[src/rtl/core/dcc4_pkg.sv]
// Shared constants, types and codes for the depthwise causal 4-tap convolution block.
`timescale 1ns / 1ps
`default_nettype none

package dcc4_pkg;

  // Sizing
  localparam int MAX_CHANNELS = 256;
  localparam int POOL_SLOTS   = 16;
  localparam int SAMPLE_BITS  = 16;

  localparam int TAPS = 4;
  localparam int HIST = 3;

  // Fixed field widths of one input item
  localparam int KIND_W = 2;
  localparam int CHAN_W = 8;
  localparam int SLOT_W = 4;
  localparam int SEL_W  = 3;
  localparam int STAT_W = 2;

  // Input tdata layout, lowest bits first
  localparam int OFF_CHAN  = 0;
  localparam int OFF_SRC   = OFF_CHAN + CHAN_W;
  localparam int OFF_DST   = OFF_SRC + SLOT_W;
  localparam int OFF_SEL   = OFF_DST + SLOT_W;
  localparam int OFF_VALUE = OFF_SEL + SEL_W;
  localparam int IN_BITS   = OFF_VALUE + SAMPLE_BITS;
  localparam int S_TDATA_W = ((IN_BITS + 7) / 8) * 8;
  localparam int M_TDATA_W = ((SAMPLE_BITS + 7) / 8) * 8;

  // Storage geometry
  localparam int HIST_ROWS = POOL_SLOTS * MAX_CHANNELS;
  localparam int ROW_W     = $clog2(HIST_ROWS);
  localparam int CHAN_AW   = $clog2(MAX_CHANNELS);
  localparam int POS_W     = 2;

  // Datapath widths: four products, scaled bias and rounding term
  localparam int PROD_W = 2 * SAMPLE_BITS;
  localparam int ACC_W  = 2 * SAMPLE_BITS + 4;

  // Front-to-back queue
  localparam int QUEUE_DEPTH = 4;
  localparam int QPTR_W      = $clog2(QUEUE_DEPTH);

  // Configuration port
  localparam int CFG_IDX_W  = 3;
  localparam int CFG_DATA_W = 9;
  localparam int CIU_W      = 9;
  localparam int SIU_W      = 5;
  localparam int SHIFT_W    = 4;

  localparam logic [CFG_IDX_W-1:0] CFG_BIAS_ENABLE     = 3'd0;
  localparam logic [CFG_IDX_W-1:0] CFG_EMIT_OUTPUTS    = 3'd1;
  localparam logic [CFG_IDX_W-1:0] CFG_FRAC_SHIFT      = 3'd2;
  localparam logic [CFG_IDX_W-1:0] CFG_CHANNELS_IN_USE = 3'd3;
  localparam logic [CFG_IDX_W-1:0] CFG_SLOTS_IN_USE    = 3'd4;

  localparam logic [SHIFT_W-1:0] FRAC_SHIFT_RESET = 4'd13;
  localparam logic [CIU_W-1:0]   CHANNELS_RESET   = 9'd256;
  localparam logic [SIU_W-1:0]   SLOTS_RESET      = 5'd16;

  // Item kinds
  localparam logic [KIND_W-1:0] KIND_SAMPLE  = 2'd0;
  localparam logic [KIND_W-1:0] KIND_COEF    = 2'd1;
  localparam logic [KIND_W-1:0] KIND_HIST_WR = 2'd2;
  localparam logic [KIND_W-1:0] KIND_HIST_RD = 2'd3;

  localparam logic [SEL_W-1:0] SEL_BIAS     = 3'd4;
  localparam logic [SEL_W-1:0] SEL_HIST_MAX = 3'd2;

  // Result status codes
  localparam logic [STAT_W-1:0] ST_OK    = 2'd0;
  localparam logic [STAT_W-1:0] ST_RANGE = 2'd1;
  localparam logic [STAT_W-1:0] ST_SAT   = 2'd2;

  typedef logic signed [SAMPLE_BITS-1:0] sample_t;
  typedef logic signed [PROD_W-1:0]      prod_t;
  typedef logic signed [ACC_W-1:0]       acc_t;
  typedef logic [ROW_W-1:0]              row_t;
  typedef logic [CHAN_AW-1:0]            chan_addr_t;
  typedef logic [POS_W-1:0]              pos_t;

  // Saturation bounds of the output
  localparam longint VAL_MAX_L = (longint'(1) <<< (SAMPLE_BITS - 1)) - 1;
  localparam acc_t   VAL_MAX   = acc_t'(VAL_MAX_L);
  localparam acc_t   VAL_MIN   = acc_t'(-VAL_MAX_L - 1);

  // Operation decided by the front end
  typedef enum logic [2:0] {
    OP_ERROR,
    OP_SAMPLE,
    OP_TAP_WR,
    OP_BIAS_WR,
    OP_HIST_WR,
    OP_HIST_RD
  } op_t;

  typedef struct packed {
    op_t        op;
    chan_addr_t chan;
    row_t       src_row;
    row_t       dst_row;
    pos_t       pos;
    sample_t    value;
  } cmd_t;

  typedef struct packed {
    logic               bias_enable;
    logic               emit_outputs;
    logic [SHIFT_W-1:0] frac_shift;
    logic [CIU_W-1:0]   channels_in_use;
    logic [SIU_W-1:0]   slots_in_use;
  } cfg_t;

endpackage

`default_nettype wire

[src/rtl/core/dcc4_queue.sv]
// Short command queue between the front end and the execution back end.
`timescale 1ns / 1ps
`default_nettype none

module dcc4_queue (
  input  logic           clk,
  input  logic           rst,
  input  logic           push,
  input  dcc4_pkg::cmd_t push_cmd,
  output logic           full,
  input  logic           pop,
  output dcc4_pkg::cmd_t head,
  output logic           empty
);
  import dcc4_pkg::*;

  cmd_t              entries [QUEUE_DEPTH];
  logic [QPTR_W-1:0] wr_ptr;
  logic [QPTR_W-1:0] rd_ptr;
  logic [QPTR_W:0]   count;
  logic [QPTR_W:0]   count_next;

  assign full  = (count == (QPTR_W + 1)'(QUEUE_DEPTH));
  assign empty = (count == '0);
  assign head  = entries[rd_ptr];

  always_comb begin
    count_next = count;
    if (push && !pop) count_next = count + 1'b1;
    if (pop && !push) count_next = count - 1'b1;
  end

  // Pointers and occupancy
  always_ff @(posedge clk) begin
    if (rst) begin
      wr_ptr <= '0;
      rd_ptr <= '0;
      count  <= '0;
    end else begin
      count <= count_next;
      if (push) wr_ptr <= (wr_ptr == QPTR_W'(QUEUE_DEPTH - 1)) ? '0 : wr_ptr + 1'b1;
      if (pop)  rd_ptr <= (rd_ptr == QPTR_W'(QUEUE_DEPTH - 1)) ? '0 : rd_ptr + 1'b1;
    end
  end

  // Entry storage
  always_ff @(posedge clk) begin
    if (push) entries[wr_ptr] <= push_cmd;
  end

endmodule

`default_nettype wire

[config.mk]
export PLATFORM = sky130hd
export DESIGN_NAME = dcc4_queue
export DESIGN_NICKNAME = d
export VERILOG_FILES = /design/src/rtl/core/dcc4_pkg.sv /design/src/rtl/core/dcc4_queue.sv
export SDC_FILE = /design/constraint.sdc
export NUM_CORES = 1
export LEC_CHECK = 0
export BUFFER_PORTS_ARGS = -buffer_cell sky130_fd_sc_hd__buf_2
export CORE_ASPECT_RATIO = 0.8
export CORE_MARGIN = 2
export CORE_UTILIZATION = 50
export DETAILED_ROUTE_END_ITERATION = 8
export PLACE_DENSITY = 0.73
export SYNTH_ARGS = -nofsm -noshare
export SYNTH_HDL_FRONTEND = slang
export SYNTH_SLANG_ARGS = --single-unit
[constraint.sdc]
create_clock -name clk -period 5.2 [get_ports clk]
set_clock_uncertainty 0.15 [all_clocks]
set_input_delay 0 -clock clk [delete_from_list [all_inputs] [get_ports clk]]
set_output_delay 0 -clock clk [all_outputs]
set_load 0.01 [all_outputs]
# After elaboration in Yosys (flattened, before gate mapping)
# Memories as Yosys holds them, arrays and structs flattened. A register that Yosys moved wholly into a read port is not among the register bits.
# Index checks and enable logic that the tools add are counted.
# word_totals
word_cells	25
rom_bits	0
ramBits	212
out_inout_bits	55
latch_bits	0
inputBits	57
memories	1
reg_bits	7
# memory_table
name	depth	width	rd	rd_clocked_by_memory_dff	write_ports	line_no	rtl
entries	4	53	1	1	1	dcc4_queue.sv:17	cmd_t entries [QUEUE_DEPTH];
# classes
add_sub_neg	4
n_reduce_logical	6
eq_ne	3
n_div	0
shift	0
magnitude_cmp	0
mux	8
bitwise	0
n_mul	0
# ops
cell	n
2-bit 2-to-1 mux	4
3-bit 2-to-1 mux	2
2-bit by 1-bit adder with 2-bit output (second input constant)	2
2-bit equality test (second input constant)	2
3-bit by 1-bit adder with 3-bit output (second input constant)	1
3-bit equality test (second input constant)	1
3-bit zero test	1
3-bit by 1-bit subtractor with 3-bit output (second input constant)	1
1-bit logical AND	2
1-bit zero test	2
1-bit 2-to-1 mux	2
2-bit nonzero test	1

# Logic depth before layout (Yosys ltp)
# logic_depth
word_depth	4
mapped_depth	7

# Worst setup path before layout
# OpenSTA, ideal clock, no wires.
# synth_timing
kind	register to register
from	reg wr_ptr[0]
to	mem entries[3][0] (netlist bit) (enable)
stages_incl_launch_ff	3
setup_ns	0.416
path_slack_ns	2.824
period_less_slack_ns	2.376
arrival_time_ns	1.810
n_path_buf	0
cell_sequence	dfxtp_1 -> ha_1 -> and2_1
# synth_rtl
element	line_no	rtl
start: declaration	dcc4_queue.sv:18	logic [QPTR_W-1:0] wr_ptr;
start signal: assignment	dcc4_queue.sv:41	if (push) wr_ptr <= (wr_ptr == QPTR_W'(QUEUE_DEPTH - 1)) ? '0 : wr_ptr + 1'b1;
end: declaration	dcc4_queue.sv:17	
# No word-level cell before the write port.

==> flow_summary.toml <==
[synthesis]
synth_nets = 389
ys_seq_area_share_pct = 80.2
synthCells = 325
yosys_register_bits = 221
synth_warnings = 0
synth.distinct_cells = 21
synthesis.area_um2 = 8160
avgSynthCellArea_um2 = 25.1

[sta]
period_share_pct = 49.5
fin_tns_setup_ns = 0
fmax_ghz = 0.388
min_period_ns = 2.57
setup_viol = 0
setup_slack_ns = 2.63
relSlewSlack_pct = 28.6
finalMaxSlewViolations = 0
hold_viol_final = 0
rsz0062_at_grt = "false"
worst_pin_slew_ns = 1.07

[drt]
vias = 3926
drt_first_pass_iters = 4
drt_wl_total_um = 14200
vias_per_cell = 5.32
drtAntennaViolNets = 0
drc = 0
drt-initial-drc-count = 303
wire_per_inst_um = 19.3

[grt]
grt_max_degree = 54
grt_pass1_vias = 4194
gr-usage-all-layers_pct = 16.8
antenna_found_initial = 0
grt-ovfl-total = 0
grt_pass1_wl_um = 22500

[cells_and_area]
final_cell_mix = "edfxtp_1 (212), buf_2 (111), dlygate4sd3_1 (58), mux4_2 (50), clkbuf_16 (21)"
syn2layout_area_growth_pct = 23.3
mostFrequentLayoutCell = "edfxtp_1"
nNetsFinal = 574
fillers = 1085
antenna_cells = 0
drive_above_1_share_pct = 37.9

[job]
cap_violations = 0

[clocking]
cts_setup_buffers = 0
numCtsBuffers = 21
clockBufferDepth = 3
htreeDepth = 1
cts_resized = 0
root_buffer = "clkbuf_16"
cts_sinks = 221
clk_latency_ns = 0.48
path_clk_slew_ns = 0.06
cts_tree = "yes"

[placement]
gp_congestion = 0.720
io_buffer_count = 111
dp_hpwl_um = 7940
dp_worst_setup_slack_ns = 3.05

[hold_path]
min-delay-path-class = "in -> reg"
hp-start = "push_cmd[7]"

[die]
num_io_pins = 112
die_h_um = 118
chipWidth_um = 147
rows = 41
die-area_um2 = 17400
core_region_area_um2 = 15900
initial_core_util_pct = 51.5

[power]
leakage_nw = 3.46
power_density_nw_per_um2 = 370
ir_drop_uv = 206

[setup_path]
path_class = "reg -> out"
startpoint_type = "register"
r2r_start = "count[0]$_SDFFE_PP0P_"
arrival_ns = 2.42
crit_fanout = 53
crit_required_ns = 5.05
critPathCaptureType = "output port"

[status]
status = "finished clean"
-- final cells by class --
| cell class | count | area, um2 | area share (%) |
|---|---|---|---|
| Sequential cell | 221 | 6550 | 65.1 |
| Timing Repair Buffer | 174 | 1170 | 11.7 |
| Multi-Input combinational cell | 85 | 1450 | 14.4 |
| Clock inverter | 9 | 42.5 | 0.423 |
| Tap cell | 215 | 269 | 2.67 |
| Clock buffer | 27 | 548 | 5.45 |
| Inverter | 7 | 26.3 | 0.261 |
-- power by group --
group / leakage [nW] / total [mW] / internal, mW / switching [mW]
registers: 2.02 / 2.07 / 2.03 / 0.0399
clock network: 0.288 / 1.33 / 0.741 / 0.586
logic: 1.15 / 0.328 / 0.170 / 0.158
-- worst max-delay path, stage by stage (launching register included) --
cell,delay (ns)
dfxtp_4,1.07
mux4_1,0.70
buf_2,0.17
-- path summary, 6_finish.rpt --
path	to	slack (ns)	depth (start not counted)
worst min register to register	count[1]$_SDFFE_PP0P_	0.38	2
worst min-delay path	entries[3][7]$_DFFE_PP_	0.12	2
worst max register to register	count[2]$_SDFFE_PP0P_	2.90	6
worst max-delay path	head[32]	2.63	2
-- synth_stat cells, drive strengths merged --
cell	n	area, um2
edfxtp	212	6370
mux4	53	1200
buf	11	136
dfxtp	9	180
inv	7	26.3
nor2	7	26.3
ha	6	75.1
a21oi	4	20.0
and2	4	25.0
mux2i	2	20.0
nor3b	2	15.0
xor2	2	17.5
and3	1	6.26
clkbuf	1	3.75
fa	1	20.0
nor3	1	5.00
o21ai	1	5.00
or3	1	6.26
-- layer usage --
metal | global-route usage [%] | wire, um | up-vias
li1 | - | - | 1742
met1 | 23.4 | 6220 | 2043
met2 | 27.5 | 6920 | 114
met3 | 3.44 | 803 | 27
met4 | 4.19 | 277 | 0
met5 | 0 | 0 | -
-- registers in the layout, summed over array words and instances (netlist names), named ones only --
register / count
rd_ptr: 2
wr_ptr: 2
count: 3
entries: 212
-- through the flow --
| step | utilization [%] | hold WS [ns] | area [um2] | std cells | power (mW) |
|---|---|---|---|---|---|
| final | 63.5 | 0.121 | 10100 | 738 | 3.72 |
| after global routing | 63.5 | 0.122 | 10100 | 738 | 3.87 |
| after CTS | 63.5 | 0.103 | 10100 | 738 | 3.76 |
| after detailed placement | 56.1 | 0.0683 | 8890 | 644 | 2.40 |
| after global placement | 56.1 | 0.0604 | 8890 | 644 | 2.39 |
| after floorplan | - | -0.0809 | 8160 | 325 | 2.28 |
-- cells by family after synthesis --
family | Yosys count | synth area share (%)
XOR/XNOR | 2 | 0.215
multiplexers | 55 | 15.0
buffers and inverters | 19 | 2.04
AO/OA/AOI/OAI | 5 | 0.307
flip-flops | 221 | 80.2
adder cells (fa/ha/maj) | 7 | 1.17
AND/OR/NAND/NOR | 16 | 1.03
-- what timing repair did --
item	CTS	global route
endpoints found under the setup margin	0	0
hold buffers	58	0
endpoints found under the hold margin	221	0
No activity file was read; power rests on OpenSTA's default activity.
