===== config.mk =====
export PLATFORM = sky130hd
export DESIGN_NAME = dcc4_front
export DESIGN_NICKNAME = d
export VERILOG_FILES = /design/src/rtl/core/dcc4_pkg.sv /design/src/rtl/core/dcc4_front.sv
export SDC_FILE = /design/constraint.sdc
export NUM_CORES = 1
export LEC_CHECK = 0
export BUFFER_PORTS_ARGS = -buffer_cell sky130_fd_sc_hd__buf_2
export CORE_ASPECT_RATIO = 1.5
export CORE_MARGIN = 1
export CORE_UTILIZATION = 28
export DETAILED_ROUTE_END_ITERATION = 16
export PLACE_DENSITY = 0.79
export SETUP_SLACK_MARGIN = 0.4
export SYNTH_ARGS = -nofsm -noshare
export SYNTH_HDL_FRONTEND = slang
export SYNTH_SLANG_ARGS = --single-unit

===== constraint.sdc =====
create_clock -name vclk -period 1.3
set_clock_uncertainty 0.1 [all_clocks]
set_input_delay 0.13 -clock vclk [all_inputs]
set_output_delay 0.13 -clock vclk [all_outputs]
set_load 0.05 [all_outputs]

===== src/rtl/core/dcc4_pkg.sv =====
// Shared constants, types and codes for the depthwise causal 4-tap convolution block.
`timescale 1ns / 1ps
`default_nettype none

package dcc4_pkg;

  // Sizing
  localparam int MAX_CHANNELS = 256;
  localparam int POOL_SLOTS   = 16;
  localparam int SAMPLE_BITS  = 16;

  localparam int TAPS = 4;
  localparam int HIST = 3;

  // Fixed field widths of one input item
  localparam int KIND_W = 2;
  localparam int CHAN_W = 8;
  localparam int SLOT_W = 4;
  localparam int SEL_W  = 3;
  localparam int STAT_W = 2;

  // Input tdata layout, lowest bits first
  localparam int OFF_CHAN  = 0;
  localparam int OFF_SRC   = OFF_CHAN + CHAN_W;
  localparam int OFF_DST   = OFF_SRC + SLOT_W;
  localparam int OFF_SEL   = OFF_DST + SLOT_W;
  localparam int OFF_VALUE = OFF_SEL + SEL_W;
  localparam int IN_BITS   = OFF_VALUE + SAMPLE_BITS;
  localparam int S_TDATA_W = ((IN_BITS + 7) / 8) * 8;
  localparam int M_TDATA_W = ((SAMPLE_BITS + 7) / 8) * 8;

  // Storage geometry
  localparam int HIST_ROWS = POOL_SLOTS * MAX_CHANNELS;
  localparam int ROW_W     = $clog2(HIST_ROWS);
  localparam int CHAN_AW   = $clog2(MAX_CHANNELS);
  localparam int POS_W     = 2;

  // Datapath widths: four products, scaled bias and rounding term
  localparam int PROD_W = 2 * SAMPLE_BITS;
  localparam int ACC_W  = 2 * SAMPLE_BITS + 4;

  // Front-to-back queue
  localparam int QUEUE_DEPTH = 4;
  localparam int QPTR_W      = $clog2(QUEUE_DEPTH);

  // Configuration port
  localparam int CFG_IDX_W  = 3;
  localparam int CFG_DATA_W = 9;
  localparam int CIU_W      = 9;
  localparam int SIU_W      = 5;
  localparam int SHIFT_W    = 4;

  localparam logic [CFG_IDX_W-1:0] CFG_BIAS_ENABLE     = 3'd0;
  localparam logic [CFG_IDX_W-1:0] CFG_EMIT_OUTPUTS    = 3'd1;
  localparam logic [CFG_IDX_W-1:0] CFG_FRAC_SHIFT      = 3'd2;
  localparam logic [CFG_IDX_W-1:0] CFG_CHANNELS_IN_USE = 3'd3;
  localparam logic [CFG_IDX_W-1:0] CFG_SLOTS_IN_USE    = 3'd4;

  localparam logic [SHIFT_W-1:0] FRAC_SHIFT_RESET = 4'd13;
  localparam logic [CIU_W-1:0]   CHANNELS_RESET   = 9'd256;
  localparam logic [SIU_W-1:0]   SLOTS_RESET      = 5'd16;

  // Item kinds
  localparam logic [KIND_W-1:0] KIND_SAMPLE  = 2'd0;
  localparam logic [KIND_W-1:0] KIND_COEF    = 2'd1;
  localparam logic [KIND_W-1:0] KIND_HIST_WR = 2'd2;
  localparam logic [KIND_W-1:0] KIND_HIST_RD = 2'd3;

  localparam logic [SEL_W-1:0] SEL_BIAS     = 3'd4;
  localparam logic [SEL_W-1:0] SEL_HIST_MAX = 3'd2;

  // Result status codes
  localparam logic [STAT_W-1:0] ST_OK    = 2'd0;
  localparam logic [STAT_W-1:0] ST_RANGE = 2'd1;
  localparam logic [STAT_W-1:0] ST_SAT   = 2'd2;

  typedef logic signed [SAMPLE_BITS-1:0] sample_t;
  typedef logic signed [PROD_W-1:0]      prod_t;
  typedef logic signed [ACC_W-1:0]       acc_t;
  typedef logic [ROW_W-1:0]              row_t;
  typedef logic [CHAN_AW-1:0]            chan_addr_t;
  typedef logic [POS_W-1:0]              pos_t;

  // Saturation bounds of the output
  localparam longint VAL_MAX_L = (longint'(1) <<< (SAMPLE_BITS - 1)) - 1;
  localparam acc_t   VAL_MAX   = acc_t'(VAL_MAX_L);
  localparam acc_t   VAL_MIN   = acc_t'(-VAL_MAX_L - 1);

  // Operation decided by the front end
  typedef enum logic [2:0] {
    OP_ERROR,
    OP_SAMPLE,
    OP_TAP_WR,
    OP_BIAS_WR,
    OP_HIST_WR,
    OP_HIST_RD
  } op_t;

  typedef struct packed {
    op_t        op;
    chan_addr_t chan;
    row_t       src_row;
    row_t       dst_row;
    pos_t       pos;
    sample_t    value;
  } cmd_t;

  typedef struct packed {
    logic               bias_enable;
    logic               emit_outputs;
    logic [SHIFT_W-1:0] frac_shift;
    logic [CIU_W-1:0]   channels_in_use;
    logic [SIU_W-1:0]   slots_in_use;
  } cfg_t;

endpackage

`default_nettype wire


===== src/rtl/core/dcc4_front.sv =====
// Front end: unpacks input transfers, checks ranges and decodes them into commands.
`timescale 1ns / 1ps
`default_nettype none

module dcc4_front (
  input  logic                           s_tvalid,
  output logic                           s_tready,
  // s_tdata: chan_index, src_slot, dst_slot, tap_select, sample_value, zero pad
  input  logic [dcc4_pkg::S_TDATA_W-1:0] s_tdata,
  // s_tuser: kind
  input  logic [dcc4_pkg::KIND_W-1:0]    s_tuser,
  input  dcc4_pkg::cfg_t                 cfg,
  input  logic                           q_full,
  output logic                           push,
  output dcc4_pkg::cmd_t                 cmd
);
  import dcc4_pkg::*;

  logic [CHAN_W-1:0] chan;
  logic [SLOT_W-1:0] src;
  logic [SLOT_W-1:0] dst;
  logic [SEL_W-1:0]  sel;
  logic              chan_ok;
  logic              src_ok;
  logic              dst_ok;

  // Row of the history pool for a slot and channel
  function automatic row_t row_of(input logic [SLOT_W-1:0] slot, input logic [CHAN_W-1:0] ch);
    return ROW_W'(32'(slot) * MAX_CHANNELS + 32'(ch));
  endfunction

  assign s_tready = !q_full;
  assign push     = s_tvalid && !q_full;

  always_comb begin
    chan = s_tdata[OFF_CHAN +: CHAN_W];
    src  = s_tdata[OFF_SRC +: SLOT_W];
    dst  = s_tdata[OFF_DST +: SLOT_W];
    sel  = s_tdata[OFF_SEL +: SEL_W];

    chan_ok = ({1'b0, chan} < cfg.channels_in_use) && (32'(chan) < MAX_CHANNELS);
    src_ok  = (SIU_W'(src) < cfg.slots_in_use) && (32'(src) < POOL_SLOTS);
    dst_ok  = (SIU_W'(dst) < cfg.slots_in_use) && (32'(dst) < POOL_SLOTS);

    cmd.op      = OP_ERROR;
    cmd.chan    = CHAN_AW'(chan);
    cmd.src_row = row_of(src, chan);
    cmd.dst_row = row_of(dst, chan);
    cmd.pos     = sel[POS_W-1:0];
    cmd.value   = s_tdata[OFF_VALUE +: SAMPLE_BITS];

    // Decode; anything out of range stays an error and changes no state
    case (s_tuser)
      KIND_SAMPLE: begin
        if (chan_ok && src_ok && dst_ok) cmd.op = OP_SAMPLE;
      end
      KIND_COEF: begin
        if (chan_ok && sel <= SEL_BIAS) cmd.op = (sel == SEL_BIAS) ? OP_BIAS_WR : OP_TAP_WR;
      end
      KIND_HIST_WR: begin
        if (chan_ok && src_ok && sel <= SEL_HIST_MAX) cmd.op = OP_HIST_WR;
      end
      KIND_HIST_RD: begin
        if (chan_ok && src_ok && sel <= SEL_HIST_MAX) cmd.op = OP_HIST_RD;
      end
      default: cmd.op = OP_ERROR;
    endcase
  end

endmodule

`default_nettype wire


# ---- After elaboration in Yosys (flattened, before gate mapping)
# Cells that the tools add are included.
dict set report totals {
  elab_cells 24
  memories 0
  register_bits 0
  output_inout_bits 55
  romBits 0
  ram_bits 0
  input_bits 64
  latch_bits 0
}
dict set report op_classes {
  magnitude_cmp 5
  n_mul 0
  n_bitwise 0
  div 0
  eq_ne 4
  shifts 0
  n_reduce_logical 7
  mux 6
  add_sub_neg 2
}
# op n
set op_table {}
lappend op_table {{$add 12x8->12} 2}
lappend op_table {{$pmux 3 s4} 1}
lappend op_table {{$lt 4x5->1} 2}
lappend op_table {{$lt 8x9->1} 1}
lappend op_table {{$mux 3} 2}
lappend op_table {{$logic_and 1x1->1} 5}
lappend op_table {{$eq 2x2->1 const B} 2}
lappend op_table {{$eq 3x3->1 const B} 1}
lappend op_table {{$le 3x2->1 const B} 1}
lappend op_table {{$le 3x3->1 const B} 1}
lappend op_table {{$eq 2x1->1 const B} 1}
lappend op_table {{$logic_not 2->1} 1}
lappend op_table {{$mux 1} 2}
lappend op_table {{$mux 2} 1}
lappend op_table {{$logic_not 1->1} 1}

# ---- Depth between registers and ports, before layout
# Gate-level depths: netlist of the first run.
dict set report depth {
  depth_word 5
  ltp_mapped 7
  depth_no_buf 7
}

# ---- Worst setup path before layout of the first run
# Ideal clock, no wire load.
dict set report synth_path {
  path_type {input to output}
  from {input port cfg[2] in the netlist's numbering}
  to {output port cmd[50] in the netlist's numbering}
  slack_ns -0.697
  stages 7
  required_time_ns 1.070
  t_arrival_ns 1.767
  path_buffers 0
  cell_sequence {inv_1 -> ha_1 -> a211oi_2 -> o21ai_1 -> a221oi_2 -> o21ai_1 -> a21boi_1}
}
# item line_no
set synth_lines {}
lappend synth_lines {{start, declared} dcc4_front.sv:12} ;# input dcc4_pkg::cfg_t cfg,
lappend synth_lines {{end, declared} dcc4_front.sv:15} ;# output dcc4_pkg::cmd_t cmd

==> metrics.md, run 1 <==
| Metric | Value |
|---|---|
| Crit path capture type | primary output |
| Synth cell types | 23 |
| Initial antenna violation count | 0 |
| Simple-Gate Fraction of Synth Area | 11.8% |
| Clock power share | 0% |
| Setup Buffers After CTS | 0 |
| Critical path class | primary input to primary output |
| Layout cells sized above 1 | 75.2% |
| Hold Startpoint | s_tdata[30] |
| Final worst path period share | 134% |
| Lkg Pwr | 0.630 nW |
| Sequential cell area | 0 um2 |
| Layout Nets | 224 |
| Ranking of synthesized cells by area | buf_4, ha_1, inv_1 |
| Failing checks | setup timing |
| Antenna Diode Count | 0 |
| Final WL | 1770 um |
| Final antenna-violating net count | 0 |
| Hold endpoint | cmd[11] |
| Outcome | finished with violations |
| Syn nets | 184 |
| Largest net degree at the start of global routing | 5 |
| Port-buffer cells | 76 |
| RePlAce Congestion | 0.749 |
| Max cap viols | 0 |
| Critical Path RT | 1070 ps |
| Sw frac | 64.4% |
| RSZ-0062 raised after global routing | true |
| Vias/cell | 4.21 |
| Core area | 2680 um2 |
| Hold depth | 0 |
| Fin Setup TNS | -1170 ps |
| Int Power | 207 uW |
| Setup-failing EPs final | 3 |
| Post-Synth Adder-Cell Area | 20.4% |
| Fin. Hold Viols | 0 |
| Most common cell in the netlist | buf_4 |
| Post-layout min period | 1740 ps |
| Worst-Margin Slew | 395 ps |
| YS warnings | 0 |
| Die X-Extent | 45.5 um |
| Syn avg cell area | 7.44 um2 |
| DP HPWL | 1560 um |
| Placed cell area | 1020 um2 |
| Mapped Cells | 107 |
| Synth Area in Compound Gates | 15.4% |
| Sequential power share | 0% |
| Drt first pass iters | 3 |
| Seq/Total Area, Yosys | 0% |
| PwrDens | 522 nW/um2 |
| Worst slack at placement | -595 ps |
| Comb pwr share | 100.0% |
| Peak VDD IR | 0.000175 V |
| Final core occ | 41.5% |
| I/O Pins | 119 |
| Yosys top cell area share | 47.2% |
| Die Ht | 67.3 um |
| Layout area overhead | 39.5% |
| Psw | 373 uW |
| Library cell with the largest summed area after synthesis | buf_4 |
| Rows | 23 |
| Routed len/inst | 9.73 um |
| Post-Layout Inst Area | 1110 um2 |
| Via Count | 767 |
| Die area | 3060 um2 |
| Gr usage total | 9.58% |
| Initial core utilization | 29.7% |
| Synthesized area | 796 um2 |
| Worst Setup Start Kind | primary input |
| Hold crit path type | primary input to primary output |
| Slew Limit Headroom | 73.3% |
| Global-route wire length before repair | 2290 um |
| Max FO, Critical Path | 2 |
| Initial DRC Count | 4 |
| # clk buffers | 0 |
| Vias in the first global route | 623 |
| Max Slew Vio Count | 0 |
| Main combinational cell family by area after synthesis | buffers and inverters |
| Post-synth top cells | buf_4, ha_1, inv_1 |
| Mux cell area share after synthesis | 0% |
| Critical path arrival | 1510 ps |
| XOR/XNOR share of the synthesized area | 0% |
| FMAX | 0.573 GHz |
| Fin worst setup slack | -444 ps |
| Seq_cells | 0 |
| Fin Hold WS | 160 ps |
| GR Overflow Total | 0 |
| Post-route DRC | 0 |
cell families (layout without fill, tap and decap cells):
group,count (synthesis),in the layout
buf+inv,61,99
simple gates,16,16
fa+ha+maj,13,13
compound gates,17,17
metrics by stage:
| step | instances | power, mW |
|---|---|---|
| 2_1_floorplan | 107 | 0.567 |
| 3_3_place_gp | 182 | 0.537 |
| 3_5_place_dp | 182 | 0.543 |
| 4_1_cts | 182 | 0.574 |
| 5_1_grt | 182 | 0.619 |
| 6_report | 182 | 0.579 |
how the worst max path moves through the flow:
stage                      from      end  depth (start not counted)
floorplan           s_tdata[10]  cmd[50]                          6
global placement         cfg[2]  cmd[50]                          9
detailed placement       cfg[2]  cmd[50]                          9
CTS                      cfg[2]  cmd[50]                          9
global route             cfg[2]  cmd[50]                          9
finish                   cfg[2]  cmd[50]                          9
power by group through the flow:
stage | clock [mW] | sequential, mW | combinational [mW]
after floorplan | 0 | 0 | 0.567
after global placement | 0 | 0 | 0.537
after detailed placement | 0 | 0 | 0.543
after CTS | 0 | 0 | 0.574
after global routing | 0 | 0 | 0.619
final | 0 | 0 | 0.579
area by class of cell:
class                      count  area (um2)
fill                         261        1570
timing repair buffer          88         529
multi-input combinational     46         473
inverter                      11        61.3
tap                           37        46.3
worst max-delay path: stages:
cell and delay, ps:
buf_8 100, inv_6 50, ha_4 200, a211oi_2 190, o21ai_2 100, a221oi_2 320
o21ai_2 130, a21boi_4 140, buf_6 170
layout by cell type, fill, tap and decap left out, drive strengths merged:
cell	instances
a21oi	4
o211ai	1
nor3b	1
nand2	3
o21bai	1
a21boi	1
nor4b	1
nor2	4
nor2b	2
nand4b	1
buf	88
a221oi	1
and4b	1
o21ai	4
a21o	3
and2	1
inv	11
a211oi	1
o22ai	1
nand2b	2
ha	13
metal layers:
metal | up-vias | GRT usage [%] | share of wire [%]
met2 | 66 | 20.7 | 53
met5 | - | 0 | 0
li1 | 378 | - | -
met1 | 317 | 8.89 | 30
met3 | 6 | 0.535 | 15
met4 | 0 | 2.27 | 2.3
what timing repair did:
| item | CTS | global route |
|---|---|---|
| cloned | 0 | 0 |
| resized for setup | 20 | 5 |
| setup endpoints to repair | 3 | 3 |
| pin swaps | 13 | 6 |
| hold buffers | 0 | 0 |
No activity file was read; power rests on OpenSTA's default activity.
==> run 2: changes to the inputs <==
--- a/config.mk
+++ b/config.mk
@@ -10,8 +10,8 @@
 export CORE_MARGIN = 1
 export CORE_UTILIZATION = 28
 export DETAILED_ROUTE_END_ITERATION = 16
-export PLACE_DENSITY = 0.79
-export SETUP_SLACK_MARGIN = 0.4
+export PLACE_DENSITY = 0.8
+export SETUP_SLACK_MARGIN = 0.5
 export SYNTH_ARGS = -nofsm -noshare
 export SYNTH_HDL_FRONTEND = slang
 export SYNTH_SLANG_ARGS = --single-unit
==> metrics.md, run 2 (synthesis results as in run 1) <==
| Metric | Value |
|---|---|
| Outcome | finished with violations (unchanged) |
| Failing checks | setup timing (unchanged) |
| Crit path capture type | primary output (unchanged) |
| Drt first pass iters | 1 (was 3) |
| Sequential cell area | 0 um2 (unchanged) |
| Routed len/inst | 10.2 um (was 9.73 um) |
| Initial antenna violation count | 0 (unchanged) |
| Layout area overhead | 42.5% (was 39.5%) |
| Via Count | 770 (was 767) |
| Critical path arrival | 1480 ps (was 1510 ps) |
| Hold depth | 0 (unchanged) |
| Layout Nets | 221 (was 224) |
| PwrDens | 520 nW/um2 (was 522 nW/um2) |
| Rows | 23 (unchanged) |
| Worst-Margin Slew | 385 ps (was 395 ps) |
| FMAX | 0.585 GHz (was 0.573 GHz) |
| Hold endpoint | cmd[11] (unchanged) |
| Most common cell after layout, fill and taps aside | buf_2 (unchanged) |
| RSZ-0062 raised after global routing | true (unchanged) |
| Uppermost layer routed | met4 (unchanged) |
| Crit-path slowest cell | a221oi_2 (unchanged) |
| GR Overflow Total | 0 (unchanged) |
| WL met1 | 572 um (was 536 um) |
| Fin Setup TNS | -1090 ps (was -1170 ps) |
| Post-layout min period | 1710 ps (was 1740 ps) |
| CP most frequent cell | o21ai_2 (unchanged) |
| Max FO, Critical Path | 2 (unchanged) |
| Buf/Inv on CP | 3 (unchanged) |
| Gr usage total | 10.4% (was 9.58%) |
| Hold crit path type | primary input to primary output (unchanged) |
| Setup-failing EPs final | 3 (unchanged) |
| Vias in the first global route | 613 (was 623) |
| Core area | 2680 um2 (unchanged) |
| Placed cell count | 179 (was 182) |
| Worst path cell trace | buf_8 -> inv_6 -> ha_4 -> a211oi_2 -> o21ai_2 -> a221oi_2 -> o21ai_2 -> a21boi_4 -> buf_6 (unchanged) |
| Critical path class | primary input to primary output (unchanged) |
| Post-Layout Inst Area | 1130 um2 (was 1110 um2) |
| Max Slew Vio Count | 0 (unchanged) |
| Global-route wire length before repair | 2460 um (was 2290 um) |
| Die area | 3060 um2 (unchanged) |
| Met3 wire len | 249 um (was 257 um) |
| Placed cell area | 1000 um2 (was 1020 um2) |
| Peak VDD IR | 0.000207 V (was 0.000175 V) |
| Initial core utilization | 29.7% (unchanged) |
| Fin worst setup slack | -408 ps (was -444 ps) |
| Setup Buffers After CTS | 0 (unchanged) |
| I/O Pins | 119 (unchanged) |
| Seq_cells | 0 (unchanged) |
| Vias/cell | 4.30 (was 4.21) |
| Final antenna-violating net count | 0 (unchanged) |
| Hold Startpoint | s_tdata[30] (unchanged) |
| Final std cells w/o fill | 179 (was 182) |
| Post-route DRC | 0 (unchanged) |
| Max cap viols | 0 (unchanged) |
| Antenna Diode Count | 0 (unchanged) |
| Layout cells sized above 1 | 73.9% (was 75.2%) |
| Critical Path RT | 1070 ps (about the same) |
| # clk buffers | 0 (unchanged) |
| Met2 wire length | 947 um (was 936 um) |
| Die X-Extent | 45.5 um (unchanged) |
| Port-buffer cells | 76 (unchanged) |
| Crit-path max cell delay | 300 ps (was 320 ps) |
| Crit-path leading delay family | compound AO/OA/AOI/OAI gates (unchanged) |
| Worst Setup Start Kind | primary input (unchanged) |
| Die Ht | 67.3 um (unchanged) |
| Lkg Pwr | 0.632 nW (was 0.630 nW) |
| DP HPWL | 1560 um (about the same) |
| Slew Limit Headroom | 74.0% (was 73.3%) |
| Final core occ | 42.4% (was 41.5%) |
| Final WL | 1830 um (was 1770 um) |
| Most frequent cells in the layout | buf_2, buf_4, ha_1, inv_1 (unchanged) |
| Largest net degree at the start of global routing | 5 (unchanged) |
| Initial DRC Count | 0 (was 4) |
| RePlAce Congestion | 0.656 (was 0.749) |
| Fin. Hold Viols | 0 (unchanged) |
| Final worst path period share | 131% (was 134%) |
| Total power | 590 uW (was 579 uW) |
-- run 2: metrics by stage --
stage	worst slack [ps]	hold slack, ps
finish	-408	160
global route	-514	160
CTS	-435	160
detailed placement	-567	160
global placement	-540	160
floorplan	-300	218
-- run 2: repair_timing --
| action | in CTS | in global routing |
|---|---|---|
| endpoints found under the setup margin | 12 | 12 |
| pin swaps | 15 | 7 |
| resized for setup | 27 | 18 |
| cloned | 0 | 0 |
| hold buffers | 0 | 0 |
-- run 2: worst max path at each step --
stage / startpoint / end / slack [ps] / cells after the start
after floorplan: s_tdata[10] / cmd[50] / -300 / 6
after global placement: cfg[2] / cmd[50] / -540 / 9
after detailed placement: cfg[2] / cmd[50] / -570 / 9
after CTS: cfg[2] / cmd[50] / -430 / 9
after global routing: cfg[2] / cmd[50] / -510 / 9
final: cfg[2] / cmd[50] / -410 / 9
-- run 2: area by class of cell --
cell class                      instances  area (um2)
Multi-Input combinational cell         46         473
Fill cell                             268        1540
Inverter                               11        61.3
Tap cell                               37        46.3
Timing Repair Buffer                   85         553
-- run 2: metal layers --
| layer | vias to the layer above | GRT usage, % |
|---|---|---|
| met5 | - | 0 |
| met3 | 14 | 0 |
| met4 | 0 | 3.79 |
| met2 | 62 | 22.7 |
| li1 | 376 | - |
| met1 | 318 | 9.21 |
-- run 2: report_power, final --
group | switching [mW] | internal [mW] | leakage [nW] | total (mW)
combinational | 0.373 | 0.217 | 0.632 | 0.590
clock | 0 | 0 | 0 | 0
sequential | 0 | 0 | 0 | 0
